$ cat src/hw/rtl/ddq_pkg.sv
// ----------------------------------------------------------------------------
// ddq_pkg - shared types and constants for the deduplicating key queue
// Opcodes, status codes, cell commands and the structs that travel between
// the queue cells, the journal cells and the control logic.
// ----------------------------------------------------------------------------
package ddq_pkg;

    localparam int KEY_W         = 64;
    localparam int OP_W          = 2;
    localparam int STATUS_W      = 3;
    localparam int KIND_W        = 2;
    localparam int OUT_CNT_W     = 5;
    localparam int DEF_QUEUE_DEPTH   = 16;
    localparam int DEF_JOURNAL_DEPTH = 16;

    typedef enum logic [OP_W-1:0] {
        OP_ENQ  = 2'd0,
        OP_DEQ  = 2'd1,
        OP_UNDO = 2'd2,
        OP_NONE = 2'd3
    } op_t;

    typedef enum logic [STATUS_W-1:0] {
        ST_OK      = 3'd0,
        ST_NOT_REG = 3'd1,
        ST_DUP     = 3'd2,
        ST_EMPTY   = 3'd3,
        ST_FULL    = 3'd4,
        ST_NO_UNDO = 3'd5
    } status_t;

    typedef enum logic [KIND_W-1:0] {
        UNDO_NONE = 2'd0,
        UNDO_ENQ  = 2'd1,
        UNDO_DEQ  = 2'd2
    } undone_t;

    typedef enum logic {
        JK_ENQ = 1'b0,
        JK_DEQ = 1'b1
    } jkind_t;

    // Queue cell commands: hold, load the broadcast key, shift toward the
    // head (dequeue) or shift toward the tail (reinsert at the head).
    typedef enum logic [1:0] {
        Q_HOLD = 2'd0,
        Q_LOAD = 2'd1,
        Q_SHL  = 2'd2,
        Q_SHR  = 2'd3
    } qcmd_t;

    typedef enum logic [1:0] {
        J_HOLD = 2'd0,
        J_PUSH = 2'd1,
        J_POP  = 2'd2
    } jcmd_t;

    typedef struct packed {
        qcmd_t cmd;
        logic  valid;
        logic  tail;
    } qctl_t;

    // Token that walks down the queue cells, collecting a duplicate hit and
    // picking up the tail key on its way.
    typedef struct packed {
        logic             tok;
        logic             hit;
        logic [KEY_W-1:0] key;
    } scan_t;

    typedef struct packed {
        jkind_t           kind;
        logic [KEY_W-1:0] key;
    } jent_t;

endpackage

$ cat src/hw/rtl/ddq_qcell.sv
// ----------------------------------------------------------------------------
// ddq_qcell - one queue position
// Holds the key at one position counted from the head and forwards the
// scan token to the next position each cycle.
// ----------------------------------------------------------------------------
module ddq_qcell
    import ddq_pkg::*;
(
    input  logic             aclk,
    input  logic             aresetn,
    input  qctl_t            ctl,
    input  logic [KEY_W-1:0] load_key,
    input  logic [KEY_W-1:0] left_key,
    input  logic [KEY_W-1:0] right_key,
    input  logic [KEY_W-1:0] probe_key,
    input  scan_t            scan_in,
    output logic [KEY_W-1:0] key,
    output scan_t            scan_out
);

    logic [KEY_W-1:0] key_reg;
    logic [KEY_W-1:0] key_next;
    scan_t            scan_reg;
    scan_t            scan_next;

    always_comb begin
        case (ctl.cmd)
            Q_LOAD:  key_next = load_key;
            Q_SHL:   key_next = right_key;
            Q_SHR:   key_next = left_key;
            default: key_next = key_reg;
        endcase
    end

    always_comb begin
        scan_next.tok = scan_in.tok;
        scan_next.hit = scan_in.hit
                      | (scan_in.tok & ctl.valid & (key_reg == probe_key));
        scan_next.key = (scan_in.tok & ctl.tail) ? key_reg : scan_in.key;
    end

    always_ff @(posedge aclk) begin
        key_reg      <= key_next;
        scan_reg.hit <= scan_next.hit;
        scan_reg.key <= scan_next.key;
        if (!aresetn) begin
            scan_reg.tok <= 1'b0;
        end else begin
            scan_reg.tok <= scan_next.tok;
        end
    end

    assign key      = key_reg;
    assign scan_out = scan_reg;

endmodule

$ cat config.mk
export PLATFORM = sky130hd
export DESIGN_NAME = ddq_qcell
export DESIGN_NICKNAME = d
export VERILOG_FILES = /design/src/hw/rtl/ddq_pkg.sv /design/src/hw/rtl/ddq_qcell.sv
export SDC_FILE = /design/constraint.sdc
export NUM_CORES = 1
export LEC_CHECK = 0
export BUFFER_PORTS_ARGS = -buffer_cell sky130_fd_sc_hd__buf_2
export CAP_MARGIN = 10
export CORE_AREA = 4 4 176 178
export CTS_CLUSTER_SIZE = 10
export DETAILED_ROUTE_END_ITERATION = 12
export DIE_AREA = 0 0 180 182
export SLEW_MARGIN = 20
export SYNTH_ARGS = -nofsm -noshare
export SYNTH_HDL_FRONTEND = slang
export SYNTH_SLANG_ARGS = --single-unit
export TNS_END_PERCENT = 10
$ cat constraint.sdc
create_clock -name aclk -period 2.56 [get_ports aclk]
set_clock_uncertainty 0.2 [all_clocks]
set_input_delay 0.128 -clock aclk [delete_from_list [all_inputs] [get_ports aclk]]
set_output_delay 0.128 -clock aclk [all_outputs]
set_load 0.03 [all_outputs]
==> Word level (Yosys, flattened, before mapping) <==
Cells that the tools add are included.
{ "word_totals": {"ff_bits": 130, "latch_bits": 0, "ram_bits": 0, "rom_bits": 0, "input_bits": 328, "output_inout_bits": 130, "word_cells": 15, "mem_count": 0} }
{ "op_classes": {"n_addsub": 0, "mul": 0, "div": 0, "order_cmp": 0, "n_eq_ne": 4, "shifts": 0, "n_mux": 2, "n_bitwise": 4, "reduce_logical": 1} }
{ "op_table": {"columns": ["op", "count"], "rows": [
  ["64-bit one-hot mux with 3 select lines", 1],
  ["64-bit == test", 1],
  ["64-bit 2-to-1 mux", 1],
  ["2-bit == test (second input constant)", 2],
  ["1-bit bitwise AND", 3],
  ["3-bit nonzero test", 1],
  ["2-bit by 1-bit == test with 1-bit output (second input constant)", 1],
  ["1-bit bitwise OR", 1]
]} }

==> Longest topological paths before layout <==
{ "depth": {"depth_word": 3, "ltp_mapped": 5, "mapped_depth_nobuf": 5} }

==> Least setup slack after synthesis <==
OpenSTA, ideal clock, no wires.
{ "synth_path": {"path_type": "input-to-reg", "start": "input ctl[2] (netlist bit)", "end": "register key_reg[0] (netlist: key[0]), enable pin", "setup_ns": 0.394, "arrival_time_ns": 1.479, "required_ns": 1.966, "setup_slack_ns": 0.487, "stages": 3, "path_buffers": 2, "cell_sequence": "buf_2 -> buf_2 -> or2_2"} }
{ "synth_via": {"elab_chain_len": 2, "elab_cells_between_ends": 4, "cone_classes": "eq/ne (3); reduce/logical (1)"} }
{ "synth_lines": {"columns": ["element", "line_no", "text"], "rows": [
  ["start: declaration", "ddq_qcell.sv:11", "input qctl_t ctl,"],
  ["2-bit == test / 2-bit by 1-bit == test with 1-bit output (equally long branches)", "ddq_qcell.sv:27", "case (ctl.cmd)"],
  ["3-bit nonzero test (no source line) *", null, null],
  ["end signal: assignment", "ddq_qcell.sv:43", "key_reg <= key_next;"],
  ["end: declaration", "ddq_qcell.sv:21", "logic [KEY_W-1:0] key_reg;"]
]} }
Mark *: on every way between the ends. The rest lies on a longest branch, timed or not.
A chain may end at the register's enable or synchronous reset.

==> results_dict.tcl <==
set metrics [dict create \
    holdPathStages 6 \
    clk_path_buf_depth 2 \
    hold_start "probe_key[59]" \
    antenna_found_initial 2 \
    synth_compound_area_share_pct 8.60 \
    layout_worst_path_cycle_share_pct 93.6 \
    areaGrowthSynthToFinish_pct 86.9 \
    hold_class "input pin to register" \
    tightest_slew_ps 590 \
    layout_commonest_cell "buf_2" \
    drt_pre_antenna_iters 4 \
    slew_viol_final 0 \
    power_density_nw_per_um2 623 \
    drc 0 \
    root_buffer "clkbuf_16" \
    fmax_mhz 417 \
    crit_path_max_incr_delay_ps 600 \
    drt_iter0_drc 230 \
    yosys_warnings 0 \
    fillerInstances 2908 \
    die-area_um2 32800 \
    syn_inst 535 \
    path_buf_inv 1 \
    nets 1503 \
    status "finished, final reports clean" \
    fp-row-count 63 \
    grt_pass1_wl_mm 43.8 \
    crit_arrival_ps 2510 \
    cpMaxStageDelayCell "dlygate4sd3_1" \
    die_h_um 182 \
    drt-wirelength-per-cell_um 19.2 \
    grt_util_all_layers_pct 17.7 \
    synth_fa_ha_area_share_pct 0 \
    drive_gt1_share_pct 46.8 \
    portBuffers 457 \
    clk_pin_slew_ps 60 \
    cts_tree "built" \
    leakage_nw 5.29 \
    insertion_delay_ps 410 \
    rr_startpoint "key[14]" \
    synthMuxAreaShare_pct 20.6 \
    synth_edf_count 64 \
    setup_viol 0 \
    final_hold_viol_count 0 \
    crit_chain "nand2b_1 > o2111ai_1 > a2111oi_1 > dlygate4sd3_1 > nand4_1 > o41ai_2" \
    pin_count 458 \
    start_util_pct 20.6 \
    htreeDepth 4 \
    synthSimpleGateAreaFrac_pct 7.61 \
    mostFrequentLayoutCells "455 x buf_2, 184 x dlygate4sd3_1, 66 x dfxtp_1" \
    cts_post_setup_buffers_inserted 0 \
    critPathKind "register to register" \
    min_to "scan_out[64]" \
    largest_reg_flops 66 \
    maxSlewHeadroom_pct 60.7 \
    r2r_cells 6 \
    startpoint_type "register" \
    synthFlopType "dfxtp_1" \
    synth_cell_type_count 32 \
    die_w_um 180 \
    critPathRequiredTime_ps 2670 \
    synth.avg_cell_area_um2 11.3 \
    via_per_inst 4.22 \
    peakVddDrop_mv 0.315 \
    async_flop_share_pct 0 \
    gp_congestion 0.907 \
    synthesis.area_um2 6060 \
    overflow 0 \
    cts_sinks 130 \
    seq_area_frac_synth_pct 53.5 \
    synth_seq_cells 130 \
    synth_top_family_by_area "multiplexers" \
    maxCapViolCount 0 \
    synth-xor-area-share_pct 6.64 \
    reg2reg_slack_ps 160 \
    crit_family "compound AO/OA/AOI/OAI gates" \
    grt_pass1_vias 7106 \
    holdWs_ps 18.9 \
    wirelength_mm 30.3 \
    endpoint_kind "register" \
    dpl.hpwl_mm 22.7 \
    antenna_left 0 \
    crit_fanout 4 \
    numCtsBuffers 17 \
    grt_max_degree 65 \
    core_um2 29400 \
    rsz0062_at_grt "false" \
    finalSetupTns_ps 0 \
    vias 6663 \
    rr_endpoint "scan_out[64]" \
    syn_nets 863 \
    min_period_ps 2400 \
]
cell type report:
class	instances	area, um^2	area share, %
timing repair buffer	650	4260	37.6
sequential	130	3240	28.6
multi-input combinational	359	2650	23.4
tap	390	488	4.31
clock buffer	20	468	4.13
clock inverter	11	151	1.34
inverter	17	63.8	0.563
antenna	1	2.50	0.0221
Yosys cell counts, drive strengths merged (3+ instances only):
cell / instances / share of area, %
dfxtp: 66 / 22
a21oi: 64 / 5.3
edfxtp: 64 / 32
mux2i: 64 / 11
nor2: 64 / 4.0
mux2: 54 / 10
xor2: 30 / 4.3
inv: 17 / 1.1
xnor2: 16 / 2.3
buf: 15 / 1.2
clkbuf: 14 / 0.87
nand2: 11 / 0.68
nor4: 10 / 1.0
o21ai: 10 / 0.83
nand2b: 6 / 0.62
nand4: 6 / 0.62
o22ai: 5 / 0.52
o2bb2ai: 3 / 0.43
stage by stage:
stage	worst slack, ps	cells	cell area, um^2	total power, W	util [%]
4_1_cts	32.8	1577	11300	0.00716	38.5
3_5_place_dp	87.8	1362	8860	0.00424	30.1
3_3_place_gp	53.0	1362	8860	0.00423	30.1
6_report	163	1578	11300	0.00705	38.5
2_1_floorplan	487	535	6060	0.00347	-
5_1_grt	48.9	1577	11300	0.00739	38.5
per-layer routing:
| layer | global-route usage, % | routed length (um) | up-vias | part of all wire (%) |
|---|---|---|---|---|
| li1 | - | - | 3210 | - |
| met1 | 20.1 | 11900 | 3068 | 39 |
| met2 | 32.2 | 15500 | 334 | 51 |
| met3 | 4.67 | 1900 | 51 | 6.3 |
| met4 | 6.22 | 943 | 0 | 3.1 |
| met5 | 0 | 0 | - | 0 |
logic make-up (layout without fill, tap and decap cells):
group | after synthesis | in the layout
flip-flops | 130 | 130
multiplexers | 118 | 118
AND/OR/NAND/NOR | 104 | 104
AO/OA/AOI/OAI | 91 | 91
XOR/XNOR | 46 | 46
buffers and inverters | 46 | 698
other | 0 | 1
how the worst max path moves through the flow:
| stage | cells after the start | startpoint | slack (ps) | endpoint |
|---|---|---|---|---|
| 5_1_grt | 6 | key[10] | 50 | scan_out[64] |
| 4_1_cts | 5 | key[23] | 30 | scan_out[64] |
| 3_3_place_gp | 5 | key[18] | 50 | scan_out[64] |
| 6_report | 6 | key[14] | 160 | scan_out[64] |
| 2_1_floorplan | 3 | ctl[2] | 490 | key[0] |
| 3_5_place_dp | 5 | key[18] | 90 | scan_out[64] |
worst register-to-register path, stage by stage, from the launching register on:
cell           delay, ps
edfxtp_1             400
nand2b_1             140
o2111ai_1            140
a2111oi_1            360
dlygate4sd3_1        600
nand4_1              130
o41ai_2              330
repair_timing:
action,in CTS,in global routing
resized for setup,0,1
endpoints found under the setup margin,0,1
endpoints found under the hold margin,127,0
hold buffers,184,0
report_power, final:
part	switching [W]	total, W	leakage (nW)	internal (W)
combinational	0.00105	0.00186	3.80	0.000808
clock	0.000995	0.00261	0.290	0.00162
sequential	0.000150	0.00258	1.20	0.00243
No activity file was read; power rests on OpenSTA's default activity.
