### config.mk
export PLATFORM = sky130hd
export DESIGN_NAME = ddq_jcell
export DESIGN_NICKNAME = d
export VERILOG_FILES = /design/src/hw/rtl/ddq_pkg.sv /design/src/hw/rtl/ddq_jcell.sv
export SDC_FILE = /design/constraint.sdc
export NUM_CORES = 1
export LEC_CHECK = 0
export BUFFER_PORTS_ARGS = -buffer_cell sky130_fd_sc_hd__buf_2
export CAP_MARGIN = 20
export CORE_ASPECT_RATIO = 0.6
export CORE_UTILIZATION = 42
export DETAILED_ROUTE_END_ITERATION = 12
export PLACE_DENSITY = 0.8
export SLEW_MARGIN = 10
export SYNTH_ARGS = -nofsm -noshare
export SYNTH_HDL_FRONTEND = slang
export SYNTH_SLANG_ARGS = --single-unit
### constraint.sdc
create_clock -name aclk -period 2.6 [get_ports aclk]
set_clock_uncertainty 0.05 [all_clocks]
set_input_delay 0.13 -clock aclk [delete_from_list [all_inputs] [get_ports aclk]]
set_output_delay 0.13 -clock aclk [all_outputs]
set_load 0.005 [all_outputs]
### src/hw/rtl/ddq_pkg.sv
// ----------------------------------------------------------------------------
// ddq_pkg - shared types and constants for the deduplicating key queue
// Opcodes, status codes, cell commands and the structs that travel between
// the queue cells, the journal cells and the control logic.
// ----------------------------------------------------------------------------
package ddq_pkg;

    localparam int KEY_W         = 64;
    localparam int OP_W          = 2;
    localparam int STATUS_W      = 3;
    localparam int KIND_W        = 2;
    localparam int OUT_CNT_W     = 5;
    localparam int DEF_QUEUE_DEPTH   = 16;
    localparam int DEF_JOURNAL_DEPTH = 16;

    typedef enum logic [OP_W-1:0] {
        OP_ENQ  = 2'd0,
        OP_DEQ  = 2'd1,
        OP_UNDO = 2'd2,
        OP_NONE = 2'd3
    } op_t;

    typedef enum logic [STATUS_W-1:0] {
        ST_OK      = 3'd0,
        ST_NOT_REG = 3'd1,
        ST_DUP     = 3'd2,
        ST_EMPTY   = 3'd3,
        ST_FULL    = 3'd4,
        ST_NO_UNDO = 3'd5
    } status_t;

    typedef enum logic [KIND_W-1:0] {
        UNDO_NONE = 2'd0,
        UNDO_ENQ  = 2'd1,
        UNDO_DEQ  = 2'd2
    } undone_t;

    typedef enum logic {
        JK_ENQ = 1'b0,
        JK_DEQ = 1'b1
    } jkind_t;

    // Queue cell commands: hold, load the broadcast key, shift toward the
    // head (dequeue) or shift toward the tail (reinsert at the head).
    typedef enum logic [1:0] {
        Q_HOLD = 2'd0,
        Q_LOAD = 2'd1,
        Q_SHL  = 2'd2,
        Q_SHR  = 2'd3
    } qcmd_t;

    typedef enum logic [1:0] {
        J_HOLD = 2'd0,
        J_PUSH = 2'd1,
        J_POP  = 2'd2
    } jcmd_t;

    typedef struct packed {
        qcmd_t cmd;
        logic  valid;
        logic  tail;
    } qctl_t;

    // Token that walks down the queue cells, collecting a duplicate hit and
    // picking up the tail key on its way.
    typedef struct packed {
        logic             tok;
        logic             hit;
        logic [KEY_W-1:0] key;
    } scan_t;

    typedef struct packed {
        jkind_t           kind;
        logic [KEY_W-1:0] key;
    } jent_t;

endpackage

### src/hw/rtl/ddq_jcell.sv
// ----------------------------------------------------------------------------
// ddq_jcell - one journal stack position
// Holds one logged action; a push moves entries away from the top, a pop
// moves them toward it.
// ----------------------------------------------------------------------------
module ddq_jcell
    import ddq_pkg::*;
(
    input  logic  aclk,
    input  jcmd_t cmd,
    input  jent_t left_ent,
    input  jent_t right_ent,
    output jent_t ent
);

    jent_t ent_reg;
    jent_t ent_next;

    always_comb begin
        case (cmd)
            J_PUSH:  ent_next = left_ent;
            J_POP:   ent_next = right_ent;
            default: ent_next = ent_reg;
        endcase
    end

    always_ff @(posedge aclk) begin
        ent_reg <= ent_next;
    end

    assign ent = ent_reg;

endmodule

Word-level counts from Yosys, hierarchy flattened
Index checks and enable logic that the tools add are counted.
{ "totals": {"regBits": 65, "in_bits": 133, "out_inout_bits": 65, "wordCells": 6} }
{ "classes": {"eq_ne": 2, "mux": 1, "reduce_logical": 1} }
{ "op_table": {"columns": ["cell", "count"], "rows": [
  ["one-hot mux 65 bit (2 select lines)", 1],
  ["== test 2 x 1 -> 1 bit, second input constant", 1],
  ["== test 2 bit, second input constant", 1],
  ["nonzero test 2 bit", 1]
]} }

Logic depth before layout (Yosys ltp)
Gate-level depths: netlist (run 1).
{ "depth": {"ltp_word": 2, "depth_mapped": 5, "ltp_nobuf": 3} }

Least setup slack after synthesis (run 1)
OpenSTA, ideal clock, no wires.
{ "synth_path": {"kind": "input-to-reg", "startpoint": "input port cmd[0]", "endpoint": "register ent_reg, in the netlist ent[0] (enable)", "setup_time_ns": 0.419, "t_arrival_ns": 1.704, "t_required_ns": 2.131, "path_slack_ns": 0.427, "stages": 3, "n_path_buf": 0, "path_cell_list": "inv_1 -> ha_1 -> inv_1"} }
{ "synth_via": {"elab_chain_len": 2, "elab_cells_between_ends": 3, "classes_between": "eq/ne: 2; reduce/logical: 1"} }
{ "synth_rtl": {"columns": ["item", "line", "rtl"], "rows": [
  ["from (decl)", "ddq_jcell.sv:10", "input jcmd_t cmd,"],
  ["== test 2 bit / == test 2 x 1 -> 1 bit (equally long branches)", "ddq_jcell.sv:20", "case (cmd)"],
  ["nonzero test 2 bit (no source line) (*)", null, null],
  ["to (signal assigned)", "ddq_jcell.sv:28", "ent_reg <= ent_next;"],
  ["to (decl)", "ddq_jcell.sv:16", "jent_t ent_reg;"]
]} }
Every way passes the cells marked *; elsewhere a longest branch is shown, timed or not.
A chain may end at the register's enable or synchronous reset.

==> results of run 1 <==
-- power by group through the flow --
stage | combinational (mW) | sequential, mW | clock, mW
global placement | 0.473 | 1.39 | 0
global route | 0.521 | 1.39 | 1.19
finish | 0.482 | 1.38 | 1.12
detailed placement | 0.487 | 1.40 | 0
CTS | 0.489 | 1.38 | 1.15
floorplan | 0.178 | 1.42 | 0
-- logic make-up (layout without fill, tap and decap cells) --
logic type | Yosys count | in the layout | share of synthesized area
flops | 65 | 65 | 0.659
fa+ha+maj | 1 | 1 | 0.00422
buf+inv | 9 | 218 | 0.0270
mux | 65 | 65 | 0.310
-- path summary, 6_finish.rpt --
path,startpoint,slack (ns),to,depth (start not counted)
worst max-delay path,cmd[0],1.24,ent[32],5
worst min-delay path,right_ent[5],0.06,ent[5],2
-- layout by cell type, fill, tap and decap left out, drive strengths merged --
| cell type | instances |
|---|---|
| buf | 201 |
| edfxtp | 65 |
| mux2 | 65 |
| clkbuf | 10 |
| clkinv | 4 |
| inv | 2 |
| ha | 1 |
| bufinv | 1 |
-- layout make-up --
| class | count | area [um^2] | area share |
|---|---|---|---|
| repair buffers | 201 | 1040 | 0.240 |
| flip-flops and latches | 65 | 1950 | 0.451 |
| well taps | 87 | 109 | 0.0251 |
| clock inverters | 5 | 47.5 | 0.0110 |
| multi-input cells | 66 | 945 | 0.218 |
| clock buffers | 10 | 229 | 0.0529 |
| inverters | 2 | 7.51 | 0.00173 |
-- layer usage --
| metal | part of all wire | vias up | global-route usage |
|---|---|---|---|
| met5 | 0 | - | 0 |
| met4 | 0.0062 | 0 | 0.0433 |
| met3 | 0.097 | 7 | 0.0855 |
| met2 | 0.49 | 109 | 0.302 |
| met1 | 0.41 | 968 | 0.227 |
| li1 | - | 959 | - |
==> results.json, run 1 <==
{
  "status": "complete, no violations",
  "crit_buf_inv": 3,
  "cpMaxStageDelayCell": "ha_4",
  "avgSynthCellArea_um2": 21.2,
  "num-nets-final": 479,
  "cts_hold_buf": 0,
  "clkPwrFrac": 0.376,
  "gp_congestion": 0.748,
  "yosys.cell_types.count": 7,
  "finalWorstPathRequiredPeriod_ns": 1.36,
  "max_stage_delay_ns": 0.38,
  "setup_viol": 0,
  "whs_ns": 0.0634,
  "finalNonFillerCells": 436,
  "drv_slew": 0,
  "dpl.cell_count": 421,
  "ys_top_cells_by_area": "edfxtp_1, mux2_4, mux2_2, buf_6, ha_1",
  "post_cts_buffers": 0,
  "tritoncts": "built",
  "die_area_um2": 7410,
  "diodes": 0,
  "drtIter0Drc": 77,
  "core_area_um2": 6730,
  "critical_path.startpoint_type": "input pin",
  "grt-ovfl-total": 0,
  "p_leak_nw": 2.02,
  "switchingPower_mw": 0.633,
  "vias": 2043,
  "grt_start_max_net_pins": 40,
  "ys.flop_type": "edfxtp_1",
  "synth_cells": 140,
  "place_area_um2": 4050,
  "slew_headroom": 0.593,
  "yosysSeqAreaShare": 0.659,
  "switching_share": 0.213,
  "ios": 198,
  "synth_area_um2": 2960,
  "grt_pass1_wl_mm": 10.2,
  "rsz0062_at_grt": "no",
  "setup_ws_ns": 1.24,
  "fin_area_um2": 4330,
  "postSynth.asyncResetShare": 0,
  "initial_core_util": 0.440,
  "crit_family": "buffers and inverters",
  "yosysMostFrequentCell": "edfxtp_1",
  "dp_worst_setup_slack_ns": 0.902,
  "synth_area_leader_cell": "edfxtp_1",
  "drive_gt1_frac": 0.802,
  "dp_hpwl_mm": 5.40,
  "syn2layout_area_growth_pct": 46.1,
  "synthTopCellsByCount": "edfxtp_1, mux2_4, mux2_2, buf_6, inv_1",
  "crit_required_ns": 2.61,
  "largest_reg_flops": 65,
  "cts_resized": 0,
  "drt-total-wl_mm": 7.08,
  "worstHoldPathType": "in -> reg",
  "ant_nets": 0,
  "hold_viol": 0,
  "grt_usage": 0.186,
  "seq_power_share": 0.462,
  "timing_worst_slew_pin_value_ns": 0.610,
  "combinationalPowerShare": 0.162,
  "maxCapViolCount": 0,
  "numCtsBuffers": 9,
  "grt_pass1_vias": 1964,
  "die_h_um": 67.1,
  "utilization": 0.643,
  "first_pass_iters": 4,
  "antenna_found_initial": 0,
  "htree_levels": 3,
  "cts_root_buffer": "clkbuf_16",
  "worstPathCellList": "buf_2, inv_1, ha_4, buf_4, mux2_4",
  "nFillCells": 522,
  "yosys_warnings": 0,
  "synth_edf_count": 65,
  "post_drt_wl_per_cell_um": 16.2,
  "clkSlewWorstSetupHoldPaths_ns": 0.05,
  "finalPower_mw": 2.98,
  "tns_ns": 0,
  "clockBufferDepth": 2,
  "ys_ff_latch": 65,
  "vdd_drop_max_uv": 328,
  "drc": 0,
  "powerDensity_nw_per_um2": 688,
  "critPathArrivalTime_ns": 1.37,
  "p_int_mw": 2.34,
  "rows": 23,
  "path_max_fanout": 21,
  "cts_sinks": 65,
  "vias_per_cell": 4.69,
  "worst_setup_path_end_kind": "flip-flop",
  "yosysTopAreaCellShare": 0.659,
  "synth_nets": 274,
  "min_period_over_period": 0.523,
  "path_class": "in -> reg",
  "maxClockFrequency_ghz": 0.736,
  "port_buffers": 197,
  "die_x_um": 110
}
(Power assumes the default switching activity.)
==> run 2: changes to the inputs <==
--- a/config.mk
+++ b/config.mk
@@ -8,9 +8,9 @@
 export BUFFER_PORTS_ARGS = -buffer_cell sky130_fd_sc_hd__buf_2
 export CAP_MARGIN = 20
 export CORE_ASPECT_RATIO = 0.6
-export CORE_UTILIZATION = 42
+export CORE_UTILIZATION = 38
 export DETAILED_ROUTE_END_ITERATION = 12
-export PLACE_DENSITY = 0.8
+export PLACE_DENSITY = 0.77
 export SLEW_MARGIN = 10
 export SYNTH_ARGS = -nofsm -noshare
 export SYNTH_HDL_FRONTEND = slang
==> constraint.sdc (replaced) <==
create_clock -name aclk -period 1.2 [get_ports aclk]
set_clock_uncertainty 0.05 [all_clocks]
set_input_delay 0.06 -clock aclk [delete_from_list [all_inputs] [get_ports aclk]]
set_output_delay 0.06 -clock aclk [all_outputs]
set_load 0.005 [all_outputs]
==> run 2 against run 1 <==
Effect of this change:
- the flow now stops in clock tree synthesis
- area after synthesis is the same
- synthesized cell count did not move
==> results.json, run 2 <==
{
  "cts_sinks": 65,
  "avgSynthCellArea_um2": 21.2,
  "yosysMostFrequentCell": "edfxtp_1",
  "status": "did not finish",
  "synth_mux_area_frac": 0.310,
  "cts_resized": 0,
  "lastStage": "clock tree synthesis",
  "dp_hpwl_mm": 5.13,
  "ys_ff_latch": 65,
  "initial_core_util": 0.400,
  "synthTopCellsByCount": "edfxtp_1, mux2_4, mux2_2, buf_6, inv_1",
  "synth_edf_count": 65,
  "rows": 24,
  "numCtsBuffers": 9,
  "synth_compound_area_frac": 0,
  "synth-simple-area-share": 0,
  "yosys.area_share.xor_xnor": 0,
  "port_buffers": 197,
  "ys.flop_type": "edfxtp_1",
  "die_x_um": 116,
  "postSynth.asyncResetShare": 0,
  "yosysSeqAreaShare": 0.659,
  "yosys.area_share.adder": 0.00422,
  "synth_top_family_by_area": "multiplexers",
  "ys_top_cells_by_area": "edfxtp_1, mux2_4, mux2_2, buf_6, ha_1",
  "yosys.cell_types.count": 7,
  "synth_cells": 140,
  "gp_congestion": 0.791,
  "yosysTopAreaCellShare": 0.659,
  "post_cts_buffers": 0,
  "cts_root_buffer": "clkbuf_16",
  "cts_hold_buf": 101,
  "synth_area_leader_cell": "edfxtp_1",
  "die_h_um": 70.4,
  "htree_levels": 3,
  "ios": 198,
  "synth_nets": 274,
  "clockBufferDepth": 2,
  "stop_error": "[ERROR RSZ-0060] Max buffer count reached.",
  "yosys_warnings": 0,
  "synth_area_um2": 2960
}
run 2: cell counts after synthesis:
Identical to the previous run, type by type.
run 2: through the flow:
stage                     cell area, um^2  utilization  instances  setup WS, ns
after global placement               4130        0.557        441       -0.0900
after detailed placement             4130        0.557        441        -0.106
after floorplan                      2990            -        140        -0.489
run 2: cell families after synthesis:
kind of cell / Yosys count
buf+inv: 9
flops: 65
fa+ha+maj: 1
mux: 65
==> run 3: changes to the inputs <==
--- a/config.mk
+++ b/config.mk
@@ -7,10 +7,9 @@
 export LEC_CHECK = 0
 export BUFFER_PORTS_ARGS = -buffer_cell sky130_fd_sc_hd__buf_2
 export CAP_MARGIN = 20
-export CORE_ASPECT_RATIO = 0.6
-export CORE_UTILIZATION = 38
+export CORE_UTILIZATION = 40
 export DETAILED_ROUTE_END_ITERATION = 12
-export PLACE_DENSITY = 0.77
+export PLACE_DENSITY_LB_ADDON = 0.15
 export SLEW_MARGIN = 10
 export SYNTH_ARGS = -nofsm -noshare
 export SYNTH_HDL_FRONTEND = slang
==> constraint.sdc (replaced) <==
create_clock -name aclk -period 1.55 [get_ports aclk]
set_clock_uncertainty 0.05 [all_clocks]
set_input_delay 0.0775 -clock aclk [delete_from_list [all_inputs] [get_ports aclk]]
set_output_delay 0.0775 -clock aclk [all_outputs]
set_load 0.005 [all_outputs]
==> run 3 against run 2 <==
Effect of this change:
- the run again fails in clock tree synthesis
- synthesized cell count unchanged
- area after synthesis unchanged
==> results.json, run 3 <==
{
  "die_h_um": 88.1,
  "yosysTopAreaCellShare": 0.659,
  "place_area_um2": 4110,
  "yosys_warnings": 0,
  "clockBufferDepth": 2,
  "yosysSeqAreaShare": 0.659,
  "rows": 31,
  "synth_area_leader_cell": "edfxtp_1",
  "status": "did not finish",
  "ys_top_cells_by_area": "edfxtp_1, mux2_4, mux2_2, buf_6, ha_1",
  "htree_levels": 3,
  "yosysMostFrequentCell": "edfxtp_1",
  "cts_hold_buf": 101,
  "initial_core_util": 0.411,
  "ys.flop_type": "edfxtp_1",
  "dp_hpwl_mm": 4.72,
  "synth_edf_count": 65,
  "lastStage": "clock tree synthesis",
  "die_x_um": 88.1,
  "synthTopCellsByCount": "edfxtp_1, mux2_4, mux2_2, buf_6, inv_1",
  "port_buffers": 197,
  "synth_cells": 140,
  "cts_root_buffer": "clkbuf_8",
  "cts_resized": 0,
  "stop_error": "[ERROR RSZ-0060] Max buffer count reached.",
  "ys_ff_latch": 65,
  "synth_nets": 274,
  "gp_congestion": 0.715,
  "postSynth.asyncResetShare": 0,
  "ios": 198,
  "yosys.cell_types.count": 7,
  "avgSynthCellArea_um2": 21.2,
  "synth_area_um2": 2960,
  "post_cts_buffers": 0,
  "numCtsBuffers": 9,
  "cts_sinks": 65
}
[run 3: cell families after synthesis]
group,count (synthesis),share of synthesized area
adder cells (fa/ha/maj),1,0.00422
flip-flops,65,0.659
buffers and inverters,9,0.0270
multiplexers,65,0.310
[run 3: through the flow]
stage | setup TNS [ns] | std cells | setup slack (ns) | hold slack [ns]
after detailed placement | 0 | 433 | 0.195 | 0.331
after global placement | 0 | 433 | 0.211 | 0.328
after floorplan | -10.18 | 140 | -0.157 | 0.245
